--- src/hw/rtl/owts_pkg.sv ---
package owts_pkg;

  localparam logic [7:0] OLD_FAMILY = 8'h10;
  localparam logic [7:0] CRC_POLY   = 8'h8C;
  localparam logic [3:0] LAST_POS   = 4'd8;

  localparam logic signed [15:0] VALID_LOW_RESET  = -16'sd550;
  localparam logic signed [15:0] VALID_HIGH_RESET = 16'sd1250;

  localparam logic [15:0] OLD_BIAS   = 16'd12;
  localparam logic [15:0] MASK_RES9  = 16'hFFF8;
  localparam logic [15:0] MASK_RES10 = 16'hFFFC;
  localparam logic [15:0] MASK_RES11 = 16'hFFFE;

  // tenths = (raw*625 + 500) / 1000, done as ((|x| >> 3) * RECIP) >> RECIP_SHIFT
  localparam logic signed [25:0] SCALE       = 26'sd625;
  localparam logic signed [25:0] ROUND       = 26'sd500;
  localparam logic [22:0]        RECIP       = 23'd4294968;
  localparam int                 RECIP_SHIFT = 29;

  typedef enum logic [1:0] {
    STATUS_OK    = 2'd0,
    STATUS_CRC   = 2'd1,
    STATUS_FAULT = 2'd2,
    STATUS_RANGE = 2'd3
  } owts_status_t;

  typedef enum logic {
    REG_VALID_LOW  = 1'b0,
    REG_VALID_HIGH = 1'b1
  } owts_reg_t;

  typedef struct packed {
    logic [7:0] data_byte;
    logic [7:0] family_code;
    logic       bus_fault;
  } owts_in_t;

  typedef struct packed {
    logic signed [15:0] temperature;
    owts_status_t       status;
  } owts_out_t;

  // completed frame handed to the conversion pipe
  typedef struct packed {
    logic signed [15:0] raw;
    owts_status_t       status;
    logic               check;   // status still open, range check decides
  } owts_frame_t;

  function automatic logic [7:0] crc_update(input logic [7:0] crc, input logic [7:0] b);
    logic [7:0] c;
    c = crc;
    for (int i = 0; i < 8; i++) begin
      if (c[0] ^ b[i]) begin
        c = (c >> 1) ^ CRC_POLY;
      end else begin
        c = c >> 1;
      end
    end
    return c;
  endfunction

endpackage

--- src/hw/rtl/owts_tenths.sv ---
module owts_tenths (
  input  logic                      clk,
  input  logic                      rst,
  input  owts_pkg::owts_frame_t     frame,
  input  logic                      frame_valid,
  output logic                      frame_ready,
  input  logic signed [15:0]        valid_low,
  input  logic signed [15:0]        valid_high,
  output logic                      result_valid,
  input  logic                      result_stall,
  output owts_pkg::owts_out_t       result
);

  localparam int MagW  = 22;
  localparam int ProdW = MagW + 23;

  owts_pkg::owts_frame_t s1;
  logic                  s1_valid;

  logic signed [25:0]    s2_scaled;
  owts_pkg::owts_status_t s2_status;
  logic                  s2_check;
  logic                  s2_valid;

  logic [MagW-1:0]       s3_mag;
  logic                  s3_neg;
  owts_pkg::owts_status_t s3_status;
  logic                  s3_check;
  logic                  s3_valid;

  logic [ProdW-1:0]      s4_prod;
  logic                  s4_neg;
  owts_pkg::owts_status_t s4_status;
  logic                  s4_check;
  logic                  s4_valid;

  logic rdy_out, rdy4, rdy3, rdy2, rdy1;

  logic signed [25:0] raw_ext;
  logic        [25:0] mag_full;
  logic        [15:0] quot;
  logic signed [15:0] temp;
  logic               in_range;

  // a stage takes a new beat when it is empty or its content moves on
  assign rdy_out     = !result_valid || !result_stall;
  assign rdy4        = !s4_valid || rdy_out;
  assign rdy3        = !s3_valid || rdy4;
  assign rdy2        = !s2_valid || rdy3;
  assign rdy1        = !s1_valid || rdy2;
  assign frame_ready = rdy1;

  assign raw_ext  = 26'(s1.raw);
  assign mag_full = s2_scaled[25] ? 26'(-s2_scaled) : 26'(s2_scaled);
  assign quot     = s4_prod[ProdW-1:owts_pkg::RECIP_SHIFT];
  assign temp     = s4_neg ? $signed(16'(-quot)) : $signed(quot);
  assign in_range = (temp >= valid_low) && (temp <= valid_high);

  always_ff @(posedge clk) begin
    if (rst) begin
      s1_valid     <= 1'b0;
      s2_valid     <= 1'b0;
      s3_valid     <= 1'b0;
      s4_valid     <= 1'b0;
      result_valid <= 1'b0;
    end else begin
      if (rdy1) s1_valid <= frame_valid;
      if (rdy2) s2_valid <= s1_valid;
      if (rdy3) s3_valid <= s2_valid;
      if (rdy4) s4_valid <= s3_valid;
      if (rdy_out) result_valid <= s4_valid;
    end
  end

  always_ff @(posedge clk) begin
    if (rdy1 && frame_valid) begin
      s1 <= frame;
    end
    if (rdy2 && s1_valid) begin
      s2_scaled <= raw_ext * owts_pkg::SCALE + owts_pkg::ROUND;
      s2_status <= s1.status;
      s2_check  <= s1.check;
    end
    if (rdy3 && s2_valid) begin
      s3_mag    <= mag_full[24:3];
      s3_neg    <= s2_scaled[25];
      s3_status <= s2_status;
      s3_check  <= s2_check;
    end
    if (rdy4 && s3_valid) begin
      s4_prod   <= ProdW'(s3_mag) * ProdW'(owts_pkg::RECIP);
      s4_neg    <= s3_neg;
      s4_status <= s3_status;
      s4_check  <= s3_check;
    end
    if (rdy_out && s4_valid) begin
      if (s4_check && in_range) begin
        result.temperature <= temp;
        result.status      <= owts_pkg::STATUS_OK;
      end else begin
        result.temperature <= '0;
        result.status      <= s4_check ? owts_pkg::STATUS_RANGE : s4_status;
      end
    end
  end

endmodule

--- src/hw/rtl/onewire_temp_scratchpad_decoder.sv ---
// Scratchpad decoder: one byte beat per cycle unless item_stall holds the
// ninth byte; bytes 0..7 give no result. Once its ninth byte is taken, a
// frame goes through registers (input, constant multiply, magnitude,
// reciprocal multiply, range check); a new frame can follow back to back.
// rst is synchronous: clears byte position, CRC, fault flag and pipe valids,
// and sets the window to -55.0 .. 125.0 degrees.
module onewire_temp_scratchpad_decoder (
  input  logic                 clk,
  input  logic                 rst,
  input  logic                 item_valid,
  output logic                 item_stall,
  input  owts_pkg::owts_in_t   item,
  output logic                 result_valid,
  input  logic                 result_stall,
  output owts_pkg::owts_out_t  result,
  input  logic                 cfg_we,
  input  logic                 cfg_index,
  input  logic [15:0]          cfg_data
);

  logic [3:0]  byte_position;
  logic [7:0]  crc_running;
  logic [7:0]  temp_low_byte;
  logic [7:0]  temp_high_byte;
  logic [7:0]  config_byte;
  logic [7:0]  count_remain_byte;
  logic        fault_seen;
  logic signed [15:0] valid_low;
  logic signed [15:0] valid_high;

  logic                  accept;
  logic                  last;
  logic                  conv_ready;
  logic [15:0]           raw_word;
  logic [15:0]           raw_adj;
  owts_pkg::owts_frame_t frame;

  assign last       = byte_position >= owts_pkg::LAST_POS;
  assign item_stall = last && !conv_ready;
  assign accept     = item_valid && !item_stall;

  assign raw_word = {temp_high_byte, temp_low_byte};

  always_comb begin
    if (item.family_code == owts_pkg::OLD_FAMILY) begin
      raw_adj = {raw_word[12:0], 3'b000} + owts_pkg::OLD_BIAS - {8'h00, count_remain_byte};
    end else begin
      unique case (config_byte[6:5])
        2'd0:    raw_adj = raw_word & owts_pkg::MASK_RES9;
        2'd1:    raw_adj = raw_word & owts_pkg::MASK_RES10;
        2'd2:    raw_adj = raw_word & owts_pkg::MASK_RES11;
        default: raw_adj = raw_word;
      endcase
    end
  end

  always_comb begin
    frame.raw = $signed(raw_adj);
    if (fault_seen || item.bus_fault) begin
      frame.status = owts_pkg::STATUS_FAULT;
      frame.check  = 1'b0;
    end else if (crc_running != item.data_byte) begin
      frame.status = owts_pkg::STATUS_CRC;
      frame.check  = 1'b0;
    end else begin
      frame.status = owts_pkg::STATUS_OK;
      frame.check  = 1'b1;
    end
  end

  always_ff @(posedge clk) begin
    if (rst) begin
      byte_position     <= '0;
      crc_running       <= '0;
      fault_seen        <= 1'b0;
      temp_low_byte     <= '0;
      temp_high_byte    <= '0;
      config_byte       <= '0;
      count_remain_byte <= '0;
      valid_low         <= owts_pkg::VALID_LOW_RESET;
      valid_high        <= owts_pkg::VALID_HIGH_RESET;
    end else begin
      if (cfg_we) begin
        unique case (owts_pkg::owts_reg_t'(cfg_index))
          owts_pkg::REG_VALID_LOW:  valid_low  <= $signed(cfg_data);
          owts_pkg::REG_VALID_HIGH: valid_high <= $signed(cfg_data);
          default: ;
        endcase
      end
      if (accept) begin
        if (last) begin
          byte_position <= '0;
          crc_running   <= '0;
          fault_seen    <= 1'b0;
        end else begin
          unique case (byte_position)
            4'd0:    temp_low_byte     <= item.data_byte;
            4'd1:    temp_high_byte    <= item.data_byte;
            4'd4:    config_byte       <= item.data_byte;
            4'd7:    count_remain_byte <= item.data_byte;
            default: ;
          endcase
          crc_running   <= owts_pkg::crc_update(crc_running, item.data_byte);
          byte_position <= byte_position + 4'd1;
          if (item.bus_fault) fault_seen <= 1'b1;
        end
      end
    end
  end

  owts_tenths u_tenths (
    .clk          (clk),
    .rst          (rst),
    .frame        (frame),
    .frame_valid  (accept && last),
    .frame_ready  (conv_ready),
    .valid_low    (valid_low),
    .valid_high   (valid_high),
    .result_valid (result_valid),
    .result_stall (result_stall),
    .result       (result)
  );

  a_frame_restart: assert property (@(posedge clk) disable iff (rst)
    accept && last |=> byte_position == '0 && crc_running == '0 && !fault_seen)
    else $error("frame state not cleared after ninth byte");

  a_stall_only_at_end: assert property (@(posedge clk) disable iff (rst)
    item_stall |-> last)
    else $error("byte stalled before end of frame");

  a_zero_unless_ok: assert property (@(posedge clk) disable iff (rst)
    result_valid |-> result.status == owts_pkg::STATUS_OK || result.temperature == '0)
    else $error("nonzero temperature with bad status");

endmodule
--- config.mk ---
export PLATFORM = sky130hd
export DESIGN_NAME = onewire_temp_scratchpad_decoder
export DESIGN_NICKNAME = d
export VERILOG_FILES = /design/src/hw/rtl/owts_pkg.sv /design/src/hw/rtl/owts_tenths.sv /design/src/hw/rtl/onewire_temp_scratchpad_decoder.sv
export SDC_FILE = /design/constraint.sdc
export NUM_CORES = 1
export LEC_CHECK = 0
export ABC_AREA = 1
export ABC_CLOCK_PERIOD_IN_PS = 4720
export BUFFER_PORTS_ARGS = -buffer_cell sky130_fd_sc_hd__buf_2
export CAP_MARGIN = 20
export CORE_AREA = 2 2 212 162
export CTS_CLUSTER_SIZE = 40
export DETAILED_ROUTE_END_ITERATION = 7
export DIE_AREA = 0 0 214 164
export HOLD_SLACK_MARGIN = 0.06
export PLACE_DENSITY = 0.78
export SYNTH_ARGS = -nofsm -noshare
export SYNTH_HDL_FRONTEND = slang
export SYNTH_SLANG_ARGS = --single-unit
--- constraint.sdc ---
create_clock -name clk -period 4.72 [get_ports clk]
set_input_delay 0.236 -clock clk [delete_from_list [all_inputs] [get_ports clk]]
set_output_delay 0.236 -clock clk [all_outputs]
set_load 0.01 [all_outputs]
== Word level (Yosys, flattened, before mapping) ==
Cells that the tools add are included.
Cells by class
  equality and inequality tests: 7
  mux-type cells: 39
  reduce and logical (&&, ||, !) cells: 34
  multipliers: 2
  add/subtract/negate cells: 6
  $lt $le $gt $ge: 3
  bitwise operators: 18
Operators with widths (count)
  2-to-1 mux 8 bit: 30
  multiplier 22 x 20 -> 42 bit (second input constant): 1
  2-to-1 mux 16 bit: 2
  adder 26 x 10 -> 26 bit (second input constant): 1
  multiplier 16 x 11 -> 26 bit (second input constant): 1
  2-to-1 mux 25 bit: 1
  negation 25 bit: 1
  NOT 2 -> 3 bit: 8
  adder 16 x 4 -> 16 bit (second input constant): 1
  greater-or-equal comparator 16 bit: 1
  less-or-equal comparator 16 bit: 1
  negation 16 bit: 1
  subtractor 16 x 8 -> 16 bit: 1
  AND reduction 3 bit: 4
  logical AND 1 bit: 10
  case mux 3 bit (3 select lines): 1
  == test 4 x 3 -> 1 bit (second input constant): 2
  == test 8 x 5 -> 1 bit (second input constant): 1
  zero test 1 bit: 8
  != test 8 bit: 1
  XOR 1 bit: 8
  logical OR 1 bit: 6
  AND reduction 2 bit: 3
  adder 4 x 1 -> 4 bit (second input constant): 1
  other kinds (11): 14
Word-level totals
  flip-flop bits (word level): 219
  word-level logic and storage cells: 139
  output and inout port bits: 20

== Depth between registers and ports, before layout ==
  word-level depth: 45
  depth in mapped cells: 22
  mapped depth without buffers: 22

== Hierarchy ==
From an unflattened synthesis, not the netlist that was laid out.
Unflattened totals
  cell total of the unflattened synthesis: 2316
  area, all modules: 19403.6 µm²
By module, submodules not included
  owts_tenths: cells each 1750, area an instance 15531.1 µm², sequential area each 3463.3 µm², instances 1
  onewire_temp_scratchpad_decoder: cells each 566, area an instance 3872.5 µm², sequential area each 1421.4 µm², instances 1

== Worst setup path after synthesis ==
Ideal clock, no wire load.
  path kind: register -> register
  start point: reg u_tenths.s3_mag[7]
  end point: reg u_tenths.s4_prod[37], data pin
  data required time: 4.468 ns
  period minus slack after synthesis: 5.118 ns
  stages on the path, launching flop included: 22
  setup time: 0.252 ns
  data arrival time: 4.866 ns
  slack: -0.398 ns
  path through: edfxtp_1 > ha_1 > ha_1 > fa_1 > inv_1 > fa_1 > inv_1 > fa_1 > fa_1 > inv_1 > fa_1 > inv_1 > ha_1 > nand2_1 > o21ai_0 > nand2_1 > inv_1 > or2_2 > a21oi_1 > nand2_1 > nand2_1 > nand2_1
On the way
  cells in the longest elaborated chain, start to end: 1
Ends and longest elaborated chain
  from (decl): line owts_tenths.sv:25  | logic [MagW-1:0] s3_mag;
  from (signal assigned): line owts_tenths.sv:85  | s3_mag <= mag_full[24:3];
  multiplier 22 x 20 -> 42 bit: line owts_tenths.sv:91  | s4_prod <= ProdW'(s3_mag) * ProdW'(owts_pkg::RECIP);
  to (signal assigned): line owts_tenths.sv:91
  to (decl): line owts_tenths.sv:31  | logic [ProdW-1:0] s4_prod;
No other way between the ends.
A chain may end at the register's enable or synchronous reset.

== Worst setup path in the final report ==
  start point: reg u_tenths.s3_mag[4]
  end point: reg u_tenths.s4_prod[37], data pin
Same word-level chain as after synthesis.

==> metrics <==
via count=15.95k; post-DR wirelength/cell=16.99 um; Comb pwr share=0.144; peak supply drop=0.0002568 V; H-tree levels=4; number of flops mapped to enable cells by yosys=112; Synth Flop Type=edfxtp_1; pwr/cell area=168.3 mW/mm^2; register area share after synthesis=0.2550; relative slew slack=0.4459; crit path max fanout=4; Placed Area=~0.021 sq mm; Setup-failing EPs final=16; vias in the first global route=roughly 16k; GRT Total Usage=0.2922; first-pass GRT wire length=80.59 mm; routability cong.=0.9535; max cap viols=0; worst path required time=just under 5 ns; vias per cell=5.385; P&R area growth vs syn=19.38%; drt pass-1 iters=6; synth unique cells=43; Hold Crit Class=in2reg; DIE AREA=0.03510 sq mm; CP endpoint kind=flop; drt drc=0; min cycle time layout=5.039 ns; Psw=0.001077 W; status=complete, but fails checks; ant diodes=0; Nets=~3k; Sequential Power Share=0.469; row cnt=58; ys async rst share=0; Final Max Slew Viols=0; largest net degree at the start of global routing=36; Mapped Area=0.01916 sq mm; Final Hold Viols=0; Net Sw Frac=0.2799; WP data arrival=5.25 ns; fin crit share=1.068; worst hold margin=0.08503 ns; storage element area=0.004885 sq mm; most common cell after layout, fill and taps aside=inv_1; Starting Density=0.5802; Static Leak=11.42 nW; clock slew at reported path FFs=around 0.080 ns; I/O pin count=between 50 and 60; post-route cell area=0.02287 sq mm; antenna violations before repair=0; failing checks=setup timing; multi-input logic area=between 0.01 and 0.015 sq mm; YS warnings=0; critical path class=reg2reg; Routed Antenna Nets=0; Die Wd=214 um; Clk Latency, worst-skew pair=about 0.47 ns; Iter 0 DRT Violations=1183; HPWL after DPL=40.09 mm; Post-Syn Nets=2774; CTS tree=done; fin worst setup slack=-0.3187 ns; Root Buffer Master=clkbuf_16; Total Wirelength=50.32 mm; Worst Max-Slew Pin Slew=a little over 0.8 ns; clock power share=0.387; # fillers=2566; layout cells sized above 1=0.1771; Mean Syn Cell Area=8.440 sq um; Worst setup SP type=flop; gr ovfl total=0; TritonCTS Buffers=17; clk_skew=0.02425 ns; RSZ-0062 raised after global routing=yes; number of clock sinks=between 150 and 200; number of synthesized register bits=188; Max clock buf depth=2; top achievable clock speed=0.1985 GHz; chip height=164 um; most frequent cells in the layout=480 x inv_1, 330 x nand2_1, 277 x ha_1; Core Region=0.03302 sq mm; P_int=around 0.0028 W; Cells after Synth=around 2.3k; port buffer count=58
-- layer usage --
| layer | track usage | share of wire | vias to the layer above | wire length (um) |
|---|---|---|---|---|
| met4 | 0.08900 | 0.025 | 0 | 1238 |
| met1 | 0.3994 | 0.45 | 7579 | 22420 |
| li1 | - | - | 7747 | - |
| met3 | 0.05074 | 0.071 | 83 | 3581 |
| met2 | 0.4782 | 0.46 | 541 | 23080 |
| met5 | 0 | 0 | - | 0 |
-- what timing repair did --
action	CTS	global route
resized for setup	107	73
pin swaps	46	42
hold endpoints to repair	22	0
hold buffers	16	0
endpoints found under the setup margin	16	17
gates cloned	0	0
buffers inserted	27	15
-- worst paths after layout --
path,slack [ns],start,cells past startpoint,end
worst min-delay path,0.09,cfg_data[9],3,valid_high[9]$_SDFFE_PP0P_
worst max-delay path,-0.32,u_tenths.s3_mag[4]$_DFFE_PP_,22,u_tenths.s4_prod[37]$_DFFE_PP_
worst min register to register,0.42,u_tenths.s1[0]$_SDFFCE_PP0P_,0,u_tenths.s2_check$_DFFE_PP_
worst max register to register,-0.32,u_tenths.s3_mag[4]$_DFFE_PP_,22,u_tenths.s4_prod[37]$_DFFE_PP_
-- registers in the layout, summed over array words and instances (netlist names), 2 cells and up --
register / count
u_tenths.s2_scaled: 26
u_tenths.s3_mag: 22
u_tenths.result: 18
u_tenths.raw_ext: 16
u_tenths.s4_prod: 16
valid_high: 16
valid_low: 16
count_remain_byte: 8
crc_running: 8
temp_high_byte: 8
temp_low_byte: 8
byte_position: 4
u_tenths.s1: 3
config_byte: 2
u_tenths.s2_status: 2
u_tenths.s3_status: 2
u_tenths.s4_status: 2
-- power groups by stage --
stage	clock (W)	combinational [W]	sequential, W
CTS	0.00152	0.000542	0.00181
global route	0.00157	0.000627	0.00181
global placement	0	0.000504	0.00184
floorplan	0	0.000407	0.00183
finish	0.00149	0.000553	0.00181
detailed placement	0	0.000526	0.00184
-- synth_stat cells, drive strengths merged (3+ instances only) --
cell | instances | area [sq um]
nor2 | 195 | 759.5
inv | 512 | 1922
nor4 | 10 | 62.56
a21boi | 4 | 30.03
a21oi | 137 | 689.4
o31ai | 4 | 30.03
buf | 3 | 27.52
nor3 | 18 | 100.1
clkinv | 3 | 11.26
nand3 | 61 | 337.8
or2 | 7 | 46.30
ha | 321 | 4016
dfxtp | 76 | 1521
fa | 144 | 2883
a21o | 11 | 82.58
a31oi | 15 | 93.84
o211ai | 18 | 135.1
o21a | 3 | 22.52
xnor2 | 22 | 192.7
edfxtp | 112 | 3363
nand4 | 31 | 193.9
clkbuf | 18 | 67.56
o21ai | 119 | 595.6
o21bai | 10 | 75.07
nand2 | 354 | 1341
xor2 | 57 | 506.7
-- worst max-delay path, cell delays in order, from the launching register on --
cell	delay, ns
edfxtp_1	0.46
buf_6	0.16
ha_4	0.26
ha_4	0.13
inv_4	0.04
fa_2	0.38
fa_1	0.50
inv_1	0.05
fa_1	0.47
fa_1	0.49
inv_1	0.05
fa_1	0.52
inv_2	0.05
ha_4	0.24
a21oi_4	0.22
o21ai_4	0.11
nand2_1	0.06
inv_1	0.04
or2_4	0.24
a21oi_4	0.15
nand2_1	0.06
nand2_1	0.05
nand2_1	0.04
-- cells by family (layout without fill, tap and decap cells) --
kind of cell	after synthesis	after routing	share of synthesized area
fa+ha+maj	465	465	0.3601
compound gates	322	322	0.09189
simple gates	679	679	0.1494
xor+xnor	80	80	0.03775
buf+inv	536	778	0.1059
flops	188	188	0.2550
-- cell type report --
type	instances	share of cell area
well taps	450	0.02462
flip-flops and latches	188	0.2136
repair buffers	231	0.07271
clock buffers	19	0.01986
multi-input cells	1546	0.5782
inverters	515	0.08474
clock inverters	13	0.006346
-- stage by stage --
step	setup slack (ns)	std cells	total power, W	utilization	setup TNS [ns]
6_report	-0.3187	2962	0.003850	0.6926	-3.844
5_1_grt	-0.4641	2962	0.004008	0.6926	-6.502
4_1_cts	-0.2493	2947	0.003863	0.6803	-2.748
3_5_place_dp	-0.4662	2872	0.002368	0.6361	-5.537
3_3_place_gp	-0.4198	2872	0.002343	0.6361	-4.969
2_1_floorplan	-0.02835	2270	0.002240	-	-0.03446
No activity file was read; power rests on OpenSTA's default activity.
